[config.mk]
export PLATFORM = sky130hd
export DESIGN_NAME = ternary_packed_dot_product_top_flat
export DESIGN_NICKNAME = d
export VERILOG_FILES = /design/src/hdl/tpdp_pkg.sv /design/src/hdl/tpdp_if.sv /design/src/hdl/tpdp_decode.sv /design/src/hdl/tpdp_lane.sv /design/src/hdl/ternary_packed_dot_product_top.sv /design/src/flat_wrapper.sv
export SDC_FILE = /design/constraint.sdc
export NUM_CORES = 1
export LEC_CHECK = 0
export CORE_MARGIN = 10
export CORE_UTILIZATION = 40
export DETAILED_ROUTE_END_ITERATION = 8
export DONT_BUFFER_PORTS = 1
export GPL_TIMING_DRIVEN = 0
export MAX_ROUTING_LAYER = met4
export SLEW_MARGIN = 30
export SYNTH_ARGS = -nofsm -noshare
export SYNTH_HDL_FRONTEND = slang
export SYNTH_SLANG_ARGS = --single-unit
[constraint.sdc]
create_clock -name clk_i -period 11.4 [get_ports clk_i]
set_clock_uncertainty 0.2 [all_clocks]
set_input_delay 0 -clock clk_i [delete_from_list [all_inputs] [get_ports clk_i]]
set_output_delay 0 -clock clk_i [all_outputs]
set_load 0.02 [all_outputs]
[src/hdl/tpdp_pkg.sv]
// Package for the ternary packed dot product block.
// Holds weight format codes, the trit encoding and the base-3 digit tables.
// No dependencies; used by every other file of the block.
`timescale 1ns / 1ps

package tpdp_pkg;

  // Number of weights one item can carry.
  localparam int unsigned NumLanes = 5;
  localparam int unsigned ActW     = 8;
  localparam int unsigned TermW    = ActW + 1;
  localparam int unsigned SumW     = 32;

  // Weight format register codes.
  localparam logic [1:0] FMT_BASE3    = 2'd0;
  localparam logic [1:0] FMT_SIGNMASK = 2'd1;
  localparam logic [1:0] FMT_FIVE     = 2'd2;

  // Packing constants for the five-per-byte format.
  localparam logic [5:0] DIV9_MUL   = 6'd57;
  localparam int unsigned DIV9_SHIFT = 9;
  localparam logic [4:0] HIGH_MAX   = 5'd26;

  // A decoded weight. The encoding matches a base-3 digit so digits map directly.
  typedef logic [1:0] trit_t;
  localparam trit_t TRIT_ZERO = 2'd0;
  localparam trit_t TRIT_POS  = 2'd1;
  localparam trit_t TRIT_NEG  = 2'd2;

  typedef trit_t [NumLanes-1:0] weights_t;
  typedef logic signed [TermW-1:0] term_t;
  typedef term_t [NumLanes-1:0] terms_t;

  // Two base-3 digits of a value below nine, digit 1 in the upper half.
  function automatic logic [3:0] low_digits(input logic [3:0] v);
    logic [3:0] res;
    res = '0;
    for (int i = 0; i < 9; i++) begin
      if (v == 4'(i)) begin
        res = {2'(i / 3), 2'(i % 3)};
      end
    end
    return res;
  endfunction

  // Three base-3 digits of a value below 27; larger values give all zeros.
  function automatic logic [5:0] high_digits(input logic [4:0] v);
    logic [5:0] res;
    res = '0;
    for (int i = 0; i < 27; i++) begin
      if (v == 5'(i)) begin
        res = {2'(i / 9), 2'((i / 3) % 3), 2'(i % 3)};
      end
    end
    return res;
  endfunction

endpackage

[src/hdl/tpdp_if.sv]
// Stream interfaces for the ternary packed dot product block.
// Input items carry a weight byte and activations; output items carry the sum.
// Depends on tpdp_pkg for widths.
`timescale 1ns / 1ps

interface tpdp_in_if import tpdp_pkg::*; ();
  logic                     valid;
  logic                     ready;
  logic [7:0]               packed_byte;
  logic signed [ActW-1:0]   act0;
  logic signed [ActW-1:0]   act1;
  logic signed [ActW-1:0]   act2;
  logic signed [ActW-1:0]   act3;
  logic signed [ActW-1:0]   act4;
  logic                     last;

  modport source (output valid, packed_byte, act0, act1, act2, act3, act4, last,
                  input ready);
  modport sink   (input valid, packed_byte, act0, act1, act2, act3, act4, last,
                  output ready);
endinterface

interface tpdp_out_if import tpdp_pkg::*; ();
  logic                     valid;
  logic                     ready;
  logic signed [SumW-1:0]   dot_sum;

  modport source (output valid, dot_sum, input ready);
  modport sink   (input valid, dot_sum, output ready);
endinterface

[src/hdl/tpdp_decode.sv]
// Weight byte decoder: turns one packed byte into five ternary weights.
// Depends on tpdp_pkg for format codes, trit encoding and digit tables.
`timescale 1ns / 1ps

module tpdp_decode import tpdp_pkg::*; (
  input  logic [7:0] packed_byte_i,
  input  logic [1:0] weight_format_i,
  output weights_t   weights_o
);

  logic [13:0] prod;
  logic [4:0]  high;
  logic [3:0]  low;
  logic [3:0]  low_dig;
  logic [5:0]  high_dig;
  logic [1:0]  code;

  // Divide by nine through the reciprocal multiply; the remainder is below nine.
  assign prod     = 14'(packed_byte_i) * 14'(DIV9_MUL);
  assign high     = prod[DIV9_SHIFT +: 5];
  assign low      = 4'(packed_byte_i - 8'(high) * 8'd9);
  assign low_dig  = low_digits(low);
  assign high_dig = high_digits(high);

  // Select the decode by the weight format.
  always_comb begin
    weights_o = '{default: TRIT_ZERO};
    code      = '0;
    case (weight_format_i)
      FMT_BASE3: begin
        for (int p = 0; p < 4; p++) begin
          code         = packed_byte_i[2*p +: 2];
          weights_o[p] = (code == 2'b11) ? TRIT_ZERO : trit_t'(code);
        end
      end
      FMT_SIGNMASK: begin
        for (int p = 0; p < 4; p++) begin
          code         = packed_byte_i[2*p +: 2];
          weights_o[p] = code[1] ? TRIT_ZERO : (code[0] ? TRIT_NEG : TRIT_POS);
        end
      end
      FMT_FIVE: begin
        weights_o[0] = low_dig[1:0];
        weights_o[1] = low_dig[3:2];
        // Values of high beyond the trit range decode as zero in the table.
        if (high <= HIGH_MAX) begin
          weights_o[2] = high_dig[1:0];
          weights_o[3] = high_dig[3:2];
          weights_o[4] = high_dig[5:4];
        end
      end
      default: begin
        weights_o = '{default: TRIT_ZERO};
      end
    endcase
  end

endmodule

[src/hdl/tpdp_lane.sv]
// One multiply lane: applies a ternary weight to a signed activation.
// Depends on tpdp_pkg for the trit encoding and term width.
`timescale 1ns / 1ps

module tpdp_lane import tpdp_pkg::*; (
  input  trit_t                  weight_i,
  input  logic signed [ActW-1:0] act_i,
  output term_t                  term_o
);

  term_t act_ext;

  assign act_ext = TermW'(act_i);

  // Add, subtract or drop the activation.
  always_comb begin
    case (weight_i)
      TRIT_POS: term_o = act_ext;
      TRIT_NEG: term_o = -act_ext;
      default:  term_o = '0;
    endcase
  end

endmodule

[src/hdl/ternary_packed_dot_product_top.sv]
// Top level of the ternary packed dot product block.
// Instantiates tpdp_decode and five tpdp_lane copies, then merges and accumulates.
// Depends on tpdp_pkg and the interfaces in tpdp_if.
//
//   channel       direction  payload                                  handshake
//   in_i          in         packed_byte, act0..act4, last            valid/ready
//   out_o         out        dot_sum                                  valid/ready
//   weight_format in         2-bit format, written on weight_format_we_i  none
//
// One item is accepted every cycle unless the term stage stalls; decode and the
// five lanes fill a term register, and the merge stage adds the terms into the
// running sum as that register drains. A last item's sum passes through the term
// register and then the output register, where it waits until out_o takes it.
// Input stalls only when a last item waits in the term stage behind a full output.
// Reset clears the running sum, the format and all valid flags.
`timescale 1ns / 1ps

module ternary_packed_dot_product_top import tpdp_pkg::*; (
  input  logic             clk_i,
  input  logic             rst_ni,
  input  logic             weight_format_we_i,
  input  logic [1:0]       weight_format_i,
  tpdp_in_if.sink          in_i,
  tpdp_out_if.source       out_o
);

  logic [1:0]                 fmt_q;
  weights_t                   weights;
  logic signed [ActW-1:0]     acts [NumLanes];
  terms_t                     terms;
  terms_t                     terms_q;
  logic                       a_valid_q;
  logic                       a_last_q;
  logic                       a_fire;
  logic                       in_fire;
  logic signed [SumW-1:0]     acc_q;
  logic signed [SumW-1:0]     acc_d;
  logic signed [SumW-1:0]     term_sum;
  logic                       out_valid_q;
  logic signed [SumW-1:0]     out_sum_q;

  // Configuration register.
  always_ff @(posedge clk_i or negedge rst_ni) begin
    if (!rst_ni) begin
      fmt_q <= FMT_BASE3;
    end else if (weight_format_we_i) begin
      fmt_q <= weight_format_i;
    end
  end

  // Byte decode.
  tpdp_decode u_decode (
    .packed_byte_i   (in_i.packed_byte),
    .weight_format_i (fmt_q),
    .weights_o       (weights)
  );

  assign acts[0] = in_i.act0;
  assign acts[1] = in_i.act1;
  assign acts[2] = in_i.act2;
  assign acts[3] = in_i.act3;
  assign acts[4] = in_i.act4;

  // Parallel lanes, one per weight position.
  for (genvar g = 0; g < NumLanes; g++) begin : g_lane
    tpdp_lane u_lane (
      .weight_i (weights[g]),
      .act_i    (acts[g]),
      .term_o   (terms[g])
    );
  end

  // Handshake: the term stage drains unless a last item meets a full output.
  assign a_fire     = a_valid_q && (!a_last_q || !out_valid_q || out_o.ready);
  assign in_i.ready = !a_valid_q || a_fire;
  assign in_fire    = in_i.valid && in_i.ready;

  // Term stage.
  always_ff @(posedge clk_i or negedge rst_ni) begin
    if (!rst_ni) begin
      a_valid_q <= 1'b0;
    end else if (in_i.ready) begin
      a_valid_q <= in_i.valid;
    end
  end

  always_ff @(posedge clk_i) begin
    if (in_fire) begin
      terms_q  <= terms;
      a_last_q <= in_i.last;
    end
  end

  // Merge the lane terms and add them to the running sum.
  always_comb begin
    term_sum = '0;
    for (int p = 0; p < NumLanes; p++) begin
      term_sum = term_sum + SumW'(terms_q[p]);
    end
    acc_d = acc_q + term_sum;
  end

  always_ff @(posedge clk_i or negedge rst_ni) begin
    if (!rst_ni) begin
      acc_q <= '0;
    end else if (a_fire) begin
      acc_q <= a_last_q ? '0 : acc_d;
    end
  end

  // Output register.
  always_ff @(posedge clk_i or negedge rst_ni) begin
    if (!rst_ni) begin
      out_valid_q <= 1'b0;
    end else if (a_fire && a_last_q) begin
      out_valid_q <= 1'b1;
    end else if (out_o.ready) begin
      out_valid_q <= 1'b0;
    end
  end

  always_ff @(posedge clk_i) begin
    if (a_fire && a_last_q) begin
      out_sum_q <= acc_d;
    end
  end

  assign out_o.valid   = out_valid_q;
  assign out_o.dot_sum = out_sum_q;

endmodule

[src/flat_wrapper.sv]
// flat-port wrapper written by rule: the top's interface ports become plain ports
module ternary_packed_dot_product_top_flat import tpdp_pkg::*;
  (clk_i, rst_ni, weight_format_we_i, weight_format_i, in_i_valid, in_i_packed_byte, in_i_act0, in_i_act1, in_i_act2, in_i_act3, in_i_act4, in_i_last, in_i_ready, out_o_valid, out_o_dot_sum, out_o_ready);
  tpdp_in_if in_i_i ();
  tpdp_out_if out_o_i ();
  input  logic clk_i;
  input  logic rst_ni;
  input  logic weight_format_we_i;
  input  logic [1:0] weight_format_i;
  input wire logic [$bits(in_i_i.valid)-1:0] in_i_valid;
  input wire logic [$bits(in_i_i.packed_byte)-1:0] in_i_packed_byte;
  input wire logic [$bits(in_i_i.act0)-1:0] in_i_act0;
  input wire logic [$bits(in_i_i.act1)-1:0] in_i_act1;
  input wire logic [$bits(in_i_i.act2)-1:0] in_i_act2;
  input wire logic [$bits(in_i_i.act3)-1:0] in_i_act3;
  input wire logic [$bits(in_i_i.act4)-1:0] in_i_act4;
  input wire logic [$bits(in_i_i.last)-1:0] in_i_last;
  output wire logic [$bits(in_i_i.ready)-1:0] in_i_ready;
  output wire logic [$bits(out_o_i.valid)-1:0] out_o_valid;
  output wire logic [$bits(out_o_i.dot_sum)-1:0] out_o_dot_sum;
  input wire logic [$bits(out_o_i.ready)-1:0] out_o_ready;
  assign in_i_i.valid = in_i_valid;
  assign in_i_i.packed_byte = in_i_packed_byte;
  assign in_i_i.act0 = in_i_act0;
  assign in_i_i.act1 = in_i_act1;
  assign in_i_i.act2 = in_i_act2;
  assign in_i_i.act3 = in_i_act3;
  assign in_i_i.act4 = in_i_act4;
  assign in_i_i.last = in_i_last;
  assign in_i_ready = in_i_i.ready;
  assign out_o_valid = out_o_i.valid;
  assign out_o_dot_sum = out_o_i.dot_sum;
  assign out_o_i.ready = out_o_ready;
  ternary_packed_dot_product_top u_core (.clk_i(clk_i), .rst_ni(rst_ni), .weight_format_we_i(weight_format_we_i), .weight_format_i(weight_format_i), .in_i(in_i_i), .out_o(out_o_i));
endmodule
# ---- Yosys cells after proc, flatten, opt, wreduce, memory -nomap -nowiden
# Index checks and enable logic that the tools add are counted.
dict set report op_classes {
  addsub 11
  n_mul 2
  order_cmp 1
  n_eq_ne 50
  mux 57
  reduce_logical 11
}
# op count
set op_table {}
lappend op_table {{6-bit 2-to-1 mux} 26}
lappend op_table {{9-bit one-hot mux with 2 select lines} 5}
lappend op_table {{32-bit by 9-bit adder with 32-bit output} 2}
lappend op_table {{5-bit equality test (second input constant)} 11}
lappend op_table {{8-bit negator with 9-bit output} 5}
lappend op_table {{5-bit by 4-bit equality test with 1-bit output (second input constant)} 8}
lappend op_table {{32-bit adder} 1}
lappend op_table {{32-bit 2-to-1 mux} 1}
lappend op_table {{4-bit 2-to-1 mux} 7}
lappend op_table {{2-bit 2-to-1 mux} 13}
lappend op_table {{8-bit one-hot mux with 3 select lines} 1}
lappend op_table {{2-bit equality test (second input constant)} 10}
lappend op_table {{5-bit by 3-bit equality test with 1-bit output (second input constant)} 4}
lappend op_table {{4-bit by 3-bit equality test with 1-bit output (second input constant)} 4}
lappend op_table {{8-bit by 6-bit multiplier with 14-bit output (second input constant)} 1}
lappend op_table {{2-bit by 1-bit equality test with 1-bit output (second input constant)} 6}
lappend op_table {{10-bit by 9-bit adder with 11-bit output} 1}
lappend op_table {{9-bit by 9-bit adder with 10-bit output} 1}
lappend op_table {{5-bit by 2-bit equality test with 1-bit output (second input constant)} 2}
lappend op_table {{4-bit by 2-bit equality test with 1-bit output (second input constant)} 2}
lappend op_table {{5-bit by 1-bit equality test with 1-bit output (second input constant)} 1}
lappend op_table {{5-bit <= comparator (second input constant)} 1}
lappend op_table {{5-bit by 4-bit multiplier with 4-bit output (second input constant)} 1}
lappend op_table {{4-bit by 1-bit equality test with 1-bit output (second input constant)} 1}
lappend op_table {{other kinds (8)} 17}
dict set report totals {
  reg_bits 114
  inputBits 56
  output_inout_bits 34
  elab_cells 143
}

# ---- Depth between registers and ports, before layout
# Gate-level depths: netlist (run 1).
dict set report logic_depth {
  word_depth 32
  depth_mapped 27
  depth_no_buf 26
}

# ---- Hierarchy
# Synthesis (run 1) repeated with hierarchy kept, for this count alone.
dict set report hier_totals {
  cells_unflattened 1192
  hier_area_um2 11303.3
}
# module n_inst cells_per_inst area_per_inst_um2 seq_area_each_um2
set modules_own_cells {}
lappend modules_own_cells {ternary_packed_dot_product_top 1 720 7920.1 3243.1}
lappend modules_own_cells {tpdp_decode 1 212 1744.2 0.0}
lappend modules_own_cells {tpdp_lane 5 52 327.8 0.0}

# ---- Least setup slack after synthesis (run 1)
# Ideal clock, no wire load.
dict set report synth_path {
  path_kind {register to register}
  from {register u_core.terms_q[2] in the netlist's numbering}
  to {register u_core.acc_q[24]}
  setup_ns 0.121
  t_arrival_ns 6.559
  required_time_ns 11.079
  slack_ns 4.520
  stages_incl_launch_ff 17
  path_buffers 0
  synth_period_minus_slack_ns 6.880
  cell_sequence {edfxtp_1 -> fa_1 -> ha_1 -> a21oi_1 -> o211ai_1 -> o41ai_1 -> o221ai_1 -> fa_1 -> inv_1 -> ha_1 -> and3_1 -> and3_1 -> a2111o_1 -> a311o_1 -> a21oi_2 -> xnor2_1 -> a22o_1}
}
dict set report synth_via {
  elab_chain_len 6
}
# item line_no
set synth_rtl {}
lappend synth_rtl {{from (decl)} ternary_packed_dot_product_top.sv:31} ;# terms_t terms_q;
lappend synth_rtl {{from (signal assigned)} ternary_packed_dot_product_top.sv:89} ;# terms_q <= terms;
lappend synth_rtl {{9-bit by 9-bit adder with 10-bit output} ternary_packed_dot_product_top.sv:98} ;# term_sum = term_sum + SumW'(terms_q[p]);
lappend synth_rtl {{10-bit by 9-bit adder with 11-bit output} ternary_packed_dot_product_top.sv:98}
lappend synth_rtl {{32-bit by 9-bit adder with 32-bit output (2 in series)} ternary_packed_dot_product_top.sv:98}
lappend synth_rtl {{32-bit adder} ternary_packed_dot_product_top.sv:100} ;# acc_d = acc_q + term_sum;
lappend synth_rtl {{named net u_core.acc_d[24]} ternary_packed_dot_product_top.sv:37} ;# logic signed [SumW-1:0] acc_d;
lappend synth_rtl {{32-bit 2-to-1 mux} ternary_packed_dot_product_top.sv:107} ;# acc_q <= a_last_q ? '0 : acc_d;
lappend synth_rtl {{to (signal assigned)} ternary_packed_dot_product_top.sv:107}
lappend synth_rtl {{to (decl)} ternary_packed_dot_product_top.sv:36} ;# logic signed [SumW-1:0] acc_q;
# The timed path passes the listed nets, and every way through them passes these cells.
# A chain may end at the register's enable or synchronous reset.

# ---- Final worst setup path (run 1)
dict set report layout_path {
  from {input port in_i_packed_byte[2]}
  to {register u_core.terms_q[16] in the netlist's numbering, data pin}
}
dict set report layout_via {
  elab_chain_len 13
  elab_cells_between_ends 23
  classes_between {add/sub: 1; mul: 2; eq/ne: 9; mux: 11}
}
# item line_no
set layout_rtl {}
lappend layout_rtl {{from (decl)} flat_wrapper.sv:11} ;# input wire logic [$bits(in_i_i.packed_byte)-1:0] in_i_packed_byte;
lappend layout_rtl {{8-bit by 6-bit multiplier with 14-bit output} tpdp_decode.sv:19} ;# assign prod = 14'(packed_byte_i) * 14'(DIV9_MUL);
lappend layout_rtl {{5-bit by 4-bit multiplier with 4-bit output} tpdp_decode.sv:21} ;# assign low = 4'(packed_byte_i - 8'(high) * 8'd9);
lappend layout_rtl {{4-bit subtractor} tpdp_decode.sv:21}
lappend layout_rtl {{4-bit by 2-bit equality test with 1-bit output} tpdp_pkg.sv:39} ;# if (v == 4'(i)) begin
lappend layout_rtl {{4-bit 2-to-1 mux (6 in series)} tpdp_pkg.sv:39}
lappend layout_rtl {{8-bit one-hot mux with 3 select lines *} tpdp_decode.sv:29} ;# case (weight_format_i)
lappend layout_rtl {{2-bit equality test or 2-bit by 1-bit equality test with 1-bit output (tied branches)} tpdp_lane.sv:17} ;# case (weight_i)
lappend layout_rtl {{9-bit one-hot mux with 2 select lines *} tpdp_lane.sv:17}
lappend layout_rtl {{named net u_core.g_lane[1].u_lane.term_o[7]} tpdp_lane.sv:8} ;# output term_t term_o
# Mark *: on every way through the listed nets, which the timed path passes. The rest lies on a longest branch.

==> run_results.csv, run 1 <==
group,metric,value,unit
run_status,status,"finished, final reports clean",
layout,drive_gt1_frac,0.0505,
timing,slew_viol_final,0,
timing,tightest_slew,0.762,ns
synth,yosysTopAreaCellShare,0.225,
global_route,overflow,0,
floorplan,dieArea,32800,um^2
synth,synth_top_area_cell,"edfxtp_1",
timing,max-slew-margin-rel,0.485,
placement,place_area,11000,um^2
min_path,min_path_type,"primary input to flip-flop",
routing,drtPass1Iterations,5,
global_route,grt_usage,0.153,
clock_tree,clock_latency,0.42,ns
critical_path,crit_arrival,6.43,ns
synth,yosys-top-cells-count,"168 x inv_1, 95 x ha_1, 83 x fa_1, 78 x edfxtp_1, 72 x nor2_1",
timing,rsz0062_at_grt,"false",
critical_path,end_kind,"flip-flop",
clock_tree,numCtsBuffers,17,
floorplan,chipWidth,181,um
global_route,grt_pass1_wl,40200,um
timing,setup_slack,5.06,ns
timing,period_needed,6.34,ns
run,cap_violations,0,
timing,max_freq,158,MHz
critical_path,start_kind,"primary input",
global_route,first_global_vias,7902,
placement,gp_congestion,0.833,
placement,port_buffers,0,
synth,synthFlopType,"edfxtp_1",
floorplan,initial_core_util,0.409,
placement,pre_cts_ws,5.12,ns
synth,synth_edf_count,78,
clock_tree,cts_sinks,114,
global_route,grt_max_degree,47,
routing,drcViolationCount,0,
synth,yosys.cell_count.top_type,"inv_1",
routing,drt-initial-drc-count,391,
synth,synth_area_leaders,"edfxtp_1 23%, fa_1 16%, ha_1 11%, dfrtp_1 8.7%, inv_1 6.1%",
layout,multi_input_area,6420,um^2
placement,hpwl,18700,um
timing,finalSetupTns,0,ns
routing,drtAntennaViolNets,0,
layout,fin_area,12300,um^2
timing,final_hold_viol_count,0,
clock_tree,clockBufferDepth,2,
synth,async_reset_ff_frac,0.316,
synth,ys_ff_latch,114,
layout,nFillCells,2374,
floorplan,design.portCount,90,
critical_path,crit_fanout,9,
clock_tree,cts-resized-gates,0,
floorplan,num_rows,58,
synth,ys_seq_area_frac,0.312,
clock_tree,postCtsSetupBuffers,0,
routing,via_per_inst,5.16,
clock_tree,h-tree-depth,4,
clock_tree,cts_root_buf,"clkbuf_16",
synth,avgSynthCellArea,9.86,um^2
clock_tree,ctsHoldBuffers,77,
global_route,antenna_found_initial,4,
clock_tree,clk_pin_slew,0.05,ns
synth,ys_warn_count,0,
floorplan,die_height,181,um
synth,synth.distinct_cells,69,
routing,postRouteWirelength,24000,um
floorplan,coreArea,25400,um^2
synth,syn_nets,1288,
timing,setup_viol,0,
routing,wire_per_inst,16.0,um
synth,syn_area,10400,um^2
synth,synth_cells,1054,
clock_tree,tritoncts,"yes",
layout,nets,1392,
critical_path,crit_type,"primary input to flip-flop",
layout,syn_to_final_growth,18.4,%
routing,vias,7749,
critical_path,crit_required,11.49,ns
timing,fin_crit_sh,0.556,
layout,regArea,3240,um^2
==> worst max-delay path: stages <==
cell and delay (ns):
inv_1 0.13, fa_1 0.56, inv_1 0.05, fa_1 0.45, ha_1 0.30, ha_1 0.32, a21oi_1 0.20, o221a_2 0.29
o21ba_2 0.17, xor2_1 0.36, xnor2_1 0.18, ha_1 0.29, ha_1 0.29, o21ai_0 0.08, nand2b_1 0.09, a21oi_1 0.16
xnor3_1 0.27, xnor2_2 0.18, or3_1 0.37, o21a_1 0.13, o21ai_1 0.13, ha_1 0.17, clkbuf_1 0.35, o21ai_0 0.18
a21oi_1 0.17, dlygate4sd3_1 0.56
==> per-layer routing <==
layer / wire (um) / global-route usage / vias to the layer above
li1: - / - / 3852
met1: 10800 / 0.185 / 3723
met2: 11700 / 0.254 / 154
met3: 1190 / 0.0348 / 20
met4: 294 / 0.0371 / 0
met5: 0 / - / -
==> flip-flops by register name, indices dropped and copies added, names as in the netlist <==
register and count:
u_core.terms_q 45, u_core.a_valid_q 1, u_core.fmt_q 2, u_core.out_o.valid 1, u_core.out_o.dot_sum 32, u_core.acc_q 32, u_core.a_last_q 1
==> cell type report <==
type                    count  share of cell area
flip-flops and latches    114               0.263
multi-input cells         740               0.522
clock buffers              21              0.0374
repair buffers             85              0.0758
plain buffers              30             0.00945
diodes                      5             0.00102
inverters                 170              0.0520
clock inverters             8             0.00518
well taps                 330              0.0335
==> layout by cell type, fill, tap and decap left out, drive strengths merged, types with 6 or more instances in the layout <==
cell	n
o21bai	7
clkbuf	48
o21a	8
dfrtp	36
a21o	11
fa	83
a22o	29
nand2	53
a32oi	9
a21oi	61
and3	15
a31oi	6
buf	13
nand3	24
nor2	72
nand2b	16
xnor2	46
nand3b	7
xor2	21
edfxtp	78
dlygate4sd3	75
a22oi	19
ha	95
o21ai	39
or3	18
inv	170
a211oi	6
nor3	22
clkinv	7
nor2b	9
==> stage by stage <==
stage	hold slack [ns]	util	cells
floorplan	-0.496	-	1054
global placement	-0.494	0.426	1384
detailed placement	-0.494	0.432	1392
CTS	0.0253	0.484	1498
global route	0.0111	0.484	1502
finish	0.0348	0.485	1503
==> final timing paths <==
check	start	to	slack, ns	cells after the start
max	in_i_packed_byte[2]	u_core.terms_q[16]	5.06	26
min	in_i_last	u_core.a_last_q	0.03	1
max reg2reg	u_core.terms_q[2]	u_core.acc_q[24]	5.28	18
min reg2reg	u_core.acc_q[0]	u_core.acc_q[0]	0.31	2
max in group asynchronous	rst_ni	u_core.acc_q[26]	10.31	4
min in group asynchronous	rst_ni	u_core.acc_q[13]	0.49	4
==> logic make-up (layout without fill, tap and decap cells) <==
logic type      Yosys count  in the layout  synth area share
xor+xnor                 68             68            0.0611
other cells               0              5                 0
mux                       6              6           0.00590
flops                   114            114             0.312
compound gates          230            230             0.152
fa+ha+maj               179            179             0.275
buf+inv                 200            314            0.0728
simple gates            257            257             0.122
Power of run 1 is left out: the tool's default activity adds up to more than one toggle a clock period on the data nets, which glitch-free logic cannot reach.
==> inputs of run 2 (changes only) <==
==> constraint.sdc (replaced) <==
create_clock -name clk_i -period 6.12 [get_ports clk_i]
set_clock_uncertainty 0.2 [all_clocks]
set_input_delay 0 -clock clk_i [delete_from_list [all_inputs] [get_ports clk_i]]
set_output_delay 0 -clock clk_i [all_outputs]
set_load 0.02 [all_outputs]
==> run_results.csv, run 2 (synthesis gave the netlist of run 1 again) <==
group,metric,value,unit
timing,setup_viol,0,
placement,port_buffers,0,
layout,drive_gt1_frac,0.0603,
global_route,first_global_vias,8203,
timing,final_hold_viol_count,0,
run,cap_violations,0,
critical_path,start_kind,"flip-flop",
clock_tree,h-tree-depth,4,
critical_path,rrSetupSlack,0.32,ns
global_route,grt_max_degree,47,
critical_path,r2r_cells,21,
clock_tree,cts_root_buf,"clkbuf_16",
routing,postRouteWirelength,24100,um
timing,period_needed,5.80,ns
floorplan,die_height,181,um
clock_tree,clk_pin_slew,0.05,ns
min_path,min_path_type,"primary input to flip-flop",
routing,vias,7702,
critical_path,critical_path.startpoint,"u_core.terms_q[1]",
floorplan,dieArea,32800,um^2
clock_tree,cts_sinks,114,
placement,hpwl,18700,um
global_route,grt_pass1_wl,40800,um
layout,layout_common_cells,"168 x inv_1, 94 x ha_1, 83 x fa_1, 78 x edfxtp_1, 71 x nor2_1",
global_route,overflow,0,
timing,max_freq,172,MHz
run_status,status,"finished, final reports clean",
routing,drtAntennaViolNets,0,
critical_path,crit_required,6.23,ns
layout,largest_reg_flops,45,
floorplan,chipWidth,181,um
clock_tree,tritoncts,"yes",
floorplan,initial_core_util,0.409,
floorplan,num_rows,58,
timing,max-slew-margin-rel,0.538,
critical_path,r2r_end,"u_core.acc_q[24]",
layout,syn_to_final_growth,19.1,%
layout,nFillCells,2356,
critical_path,crit_fanout,6,
timing,rsz0062_at_grt,"false",
critical_path,crit_arrival,5.91,ns
routing,wire_per_inst,16.1,um
global_route,antenna_found_initial,4,
routing,drtPass1Iterations,5,
critical_path,endpoint,"u_core.acc_q[24]",
layout,nets,1381,
critical_path,r2r_start,"u_core.terms_q[1]",
critical_path,crit_type,"flip-flop to flip-flop",
critical_path,end_kind,"flip-flop",
floorplan,design.portCount,90,
routing,drcViolationCount,0,
timing,hold_slack,0.0259,ns
clock_tree,clock_latency,0.43,ns
clock_tree,numCtsBuffers,17,
clock_tree,clockBufferDepth,2,
timing,slew_viol_final,0,
routing,via_per_inst,5.15,
routing,drt-initial-drc-count,393,
floorplan,coreArea,25400,um^2
layout,regMostFlops,"u_core.terms_q",
global_route,grt_usage,0.156,
placement,gp_congestion,0.843,
timing,tightest_slew,0.688,ns
layout,final_common_cell,"inv_1",
timing,fin_crit_sh,0.947,
==> run 2: cell types whose count changed in the layout (fill, tap and decap cells not counted), moves of 3 or more <==
cell / previous run / this run
bufinv_16: 1 / 5
clkbuf_1: 29 / 22
clkbuf_8: 2 / 5
clkinv_2: 6 / 3
dlygate4sd3_1: 75 / 68
==> run 2: worst max-delay path, cell delays in order (launching register included) <==
cell,delay (ns)
edfxtp_1,0.39
fa_1,0.49
ha_1,0.24
fa_1,0.41
a21o_1,0.19
a21oi_2,0.17
o21bai_1,0.10
a21oi_2,0.17
o21bai_1,0.08
a21oi_1,0.17
xor2_1,0.32
fa_1,0.48
inv_1,0.07
ha_1,0.27
a211oi_2,0.27
o2111a_1,0.26
nor4bb_1,0.08
a2111o_1,0.47
a311o_1,0.37
a21oi_2,0.17
xnor2_1,0.10
a22o_1,0.21
==> run 2: metal layers <==
metal	global-route usage	share of wire	up-vias
met5	-	0	-
met4	0.0443	0.016	0
met3	0.0354	0.043	24
met2	0.266	0.49	135
met1	0.181	0.45	3716
li1	-	-	3827
==> run 2: how the worst min path moves through the flow <==
stage / slack (ns) / end / from / cells past startpoint
2_1_floorplan: -0.50 / u_core.a_valid_q / rst_ni / 0
3_3_place_gp: -0.49 / u_core.acc_q[14] / rst_ni / 0
3_5_place_dp: -0.49 / u_core.acc_q[15] / rst_ni / 0
4_1_cts: 0.001 / u_core.terms_q[34] / in_i_act3[0] / 4
5_1_grt: 0.06 / u_core.terms_q[34] / in_i_act3[0] / 4
6_report: 0.03 / u_core.terms_q[43] / in_i_act4[4] / 5
==> run 2: stage by stage <==
step           setup WS (ns)  area (um^2)  setup TNS (ns)  instances   util
2_1_floorplan          0.330        10400               0       1054      -
3_3_place_gp          -0.563        10800           -9.81       1384  0.426
3_5_place_dp          -0.191        11000           -1.52       1392  0.432
4_1_cts                0.132        12400               0       1494  0.487
5_1_grt              0.00433        12400               0       1494  0.488
6_report               0.322        12400               0       1495  0.488
==> run 2: cell type report <==
| cell class | count | area [um^2] | area share |
|---|---|---|---|
| antenna | 5 | 12.5 | 0.00101 |
| inverter | 170 | 641 | 0.0517 |
| timing repair buffer | 79 | 862 | 0.0696 |
| buffer | 25 | 97.6 | 0.00788 |
| clock buffer | 22 | 494 | 0.0399 |
| multi-input combinational | 740 | 6450 | 0.521 |
| sequential | 114 | 3240 | 0.262 |
| tap | 330 | 413 | 0.0333 |
| clock inverter | 10 | 176 | 0.0142 |
==> run 2: repair_timing <==
item / 4_1_cts / 5_1_grt
endpoints found under the hold margin: 132 / 0
setup endpoints to repair: 0 / 28
hold buffers: 70 / 0
resized for setup: 0 / 5
setup buffers: 0 / 1
Power of run 2 is left out for the same reason.
==> inputs of run 3 (changes only) <==
--- a/config.mk
+++ b/config.mk
@@ -14,4 +14,5 @@
 export SLEW_MARGIN = 30
 export SYNTH_ARGS = -nofsm -noshare
 export SYNTH_HDL_FRONTEND = slang
+export SYNTH_HIERARCHICAL = 1
 export SYNTH_SLANG_ARGS = --single-unit
==> run_results.csv, run 3 <==
group,metric,value,unit
synth,synthFlopType,"edfxtp_1",
synth,synth_edf_count,78,
layout,largest_reg_flops,45,
synth,avgSynthCellArea,9.48,um^2
critical_path,crit_type,"primary input to flip-flop",
timing,fin_crit_sh,0.950,
critical_path,crit_arrival,5.90,ns
timing,slew_viol_final,0,
critical_path,crit_required,6.21,ns
routing,drtAntennaViolNets,0,
placement,port_buffers,0,
critical_path,crit_fanout,8,
layout,nets,1529,
floorplan,coreArea,27900,um^2
layout,regMostFlops,"u_core/terms_q",
global_route,grt_pass1_wl,45900,um
layout,layout_common_cells,"241 x inv_1, 90 x fa_1, 86 x ha_1, 78 x edfxtp_1, 74 x a21oi_1",
synth,ys_ff_latch,114,
synth,synth_area_leaders,"edfxtp_1 21%, fa_1 16%, ha_1 9.7%, inv_1 8.1%, dfrtp_1 8.0%",
synth,yosys.cell_count.top_type,"inv_1",
routing,wire_per_inst,16.7,um
synth,async_reset_ff_frac,0.316,
critical_path,rrSetupSlack,0.81,ns
synth,ys_seq_area_frac,0.287,
floorplan,design.portCount,90,
synth,ys_warn_count,6,
routing,postRouteWirelength,28100,um
layout,nFillCells,2564,
synth,yosys-top-cells-count,"244 x inv_1, 90 x fa_1, 88 x ha_1, 78 x edfxtp_1, 75 x a21oi_1",
layout,post-route-util,0.479,
placement,gp_congestion,0.914,
layout,multi_input_area,7030,um^2
layout,regArea,3240,um^2
timing,setup_viol,0,
layout,syn_to_final_growth,18.2,%
routing,drtPass1Iterations,5,
routing,vias,8814,
synth,yosysTopAreaCellShare,0.207,
routing,via_per_inst,5.22,
clock_tree,tritoncts,"yes",
global_route,grt_usage,0.165,
run_status,status,"finished, final reports clean",
floorplan,dieArea,35400,um^2
clock_tree,cts_root_buf,"clkbuf_16",
global_route,overflow,0,
synth,synth_cells,1192,
timing,period_needed,5.81,ns
timing,rsz0062_at_grt,"true",
synth,synth_top_area_cell,"edfxtp_1",
critical_path,endpoint,"u_core/terms_q[6]",
synth,synth.distinct_cells,72,
clock_tree,clk_pin_slew,0.06,ns
critical_path,r2r_cells,15,
synth,syn_area,11300,um^2
clock_tree,numCtsBuffers,17,
global_route,grt_max_degree,47,
layout,final_common_cell,"inv_1",
clock_tree,clock_latency,0.43,ns
timing,final_hold_viol_count,0,
clock_tree,h-tree-depth,4,
global_route,antenna_found_initial,2,
critical_path,start_kind,"primary input",
timing,tightest_slew,0.802,ns
layout,fin_area,13400,um^2
layout,layoutNonFillerInstCount,1688,
floorplan,initial_core_util,0.406,
clock_tree,clockBufferDepth,2,
routing,drcViolationCount,0,
critical_path,critical_path.startpoint,"in_i_packed_byte[2]",
placement,hpwl,21600,um
global_route,first_global_vias,8718,
floorplan,die_height,188,um
timing,max-slew-margin-rel,0.465,
routing,drt-initial-drc-count,480,
synth,syn_nets,1426,
layout,drive_gt1_frac,0.0856,
clock_tree,cts_sinks,114,
timing,max_freq,172,MHz
critical_path,end_kind,"flip-flop",
min_path,min_path_type,"primary input to asynchronous set/reset pin",
floorplan,num_rows,61,
critical_path,r2r_end,"u_core/out_o.dot_sum[25]",
run,cap_violations,0,
placement,dp.cells,1572,
placement,place_area,11800,um^2
critical_path,r2r_start,"u_core/terms_q[17]",
floorplan,chipWidth,188,um
[run 3: worst min path at each step]
stage | startpoint | endpoint | slack [ns]
floorplan | rst_ni | u_core/a_valid_q | -0.50
global placement | rst_ni | u_core/acc_q[10] | -0.49
detailed placement | rst_ni | u_core/acc_q[11] | -0.49
CTS | rst_ni | u_core/acc_q[25] | 0.02
global route | in_i_last | u_core/a_last_q | 0.02
finish | rst_ni | u_core/a_valid_q | 0.03
[run 3: per-stage QoR]
step | setup slack [ns] | TNS, ns | hold WS [ns]
after floorplan | 0.314 | 0 | -0.496
after global placement | -0.635 | -5.03 | -0.493
after detailed placement | -0.787 | -7.52 | -0.492
after CTS | 0.0494 | 0 | 0.0216
after global routing | -0.0103 | -0.0151 | 0.0241
final | 0.308 | 0 | 0.0331
[run 3: per-layer routing]
metal	share of wire	track usage	wire (um)
met1	0.45	0.205	12700
met2	0.49	0.266	13700
met3	0.050	0.0375	1410
met4	0.013	0.0443	361
met5	0	-	0
[run 3: repair_timing]
action	4_1_cts	5_1_grt
setup endpoints to repair	9	18
gates resized for setup	6	9
hold endpoints to repair	132	0
pin swaps	1	5
hold buffers	72	0
buffers inserted	1	9
[run 3: cell type report]
class | count | share of cell area
inverter | 245 | 0.0691
clock inverter | 15 | 0.0118
tap | 378 | 0.0354
antenna | 2 | 0.000375
buffer | 38 | 0.0157
timing repair buffer | 84 | 0.0663
sequential | 114 | 0.243
multi-input combinational | 795 | 0.527
clock buffer | 17 | 0.0318
[run 3: kinds of logic after synthesis]
logic type      after synthesis  share of synthesized area
buf+inv                     283                      0.100
compound gates              258                      0.160
fa+ha+maj                   179                      0.258
flops                       114                      0.287
mux                          12                     0.0110
xor+xnor                     73                     0.0579
simple gates                273                      0.127
[run 3: worst max-delay path, cell delays in order]
cell	delay, ns
inv_1	0.12
fa_1	0.59
inv_1	0.06
fa_1	0.46
ha_1	0.31
ha_2	0.38
nand4_4	0.14
o221ai_4	0.31
xnor2_4	0.17
inv_1	0.12
ha_1	0.30
xnor2_1	0.20
xnor2_1	0.17
ha_1	0.19
nor2_1	0.06
fa_1	0.43
xor2_1	0.17
and2_1	0.18
nor3_1	0.17
a21oi_1	0.09
o22ai_4	0.24
inv_1	0.08
ha_2	0.31
nand3b_1	0.15
or4_1	0.40
nand3_1	0.10
Power of run 3 is left out for the same reason.
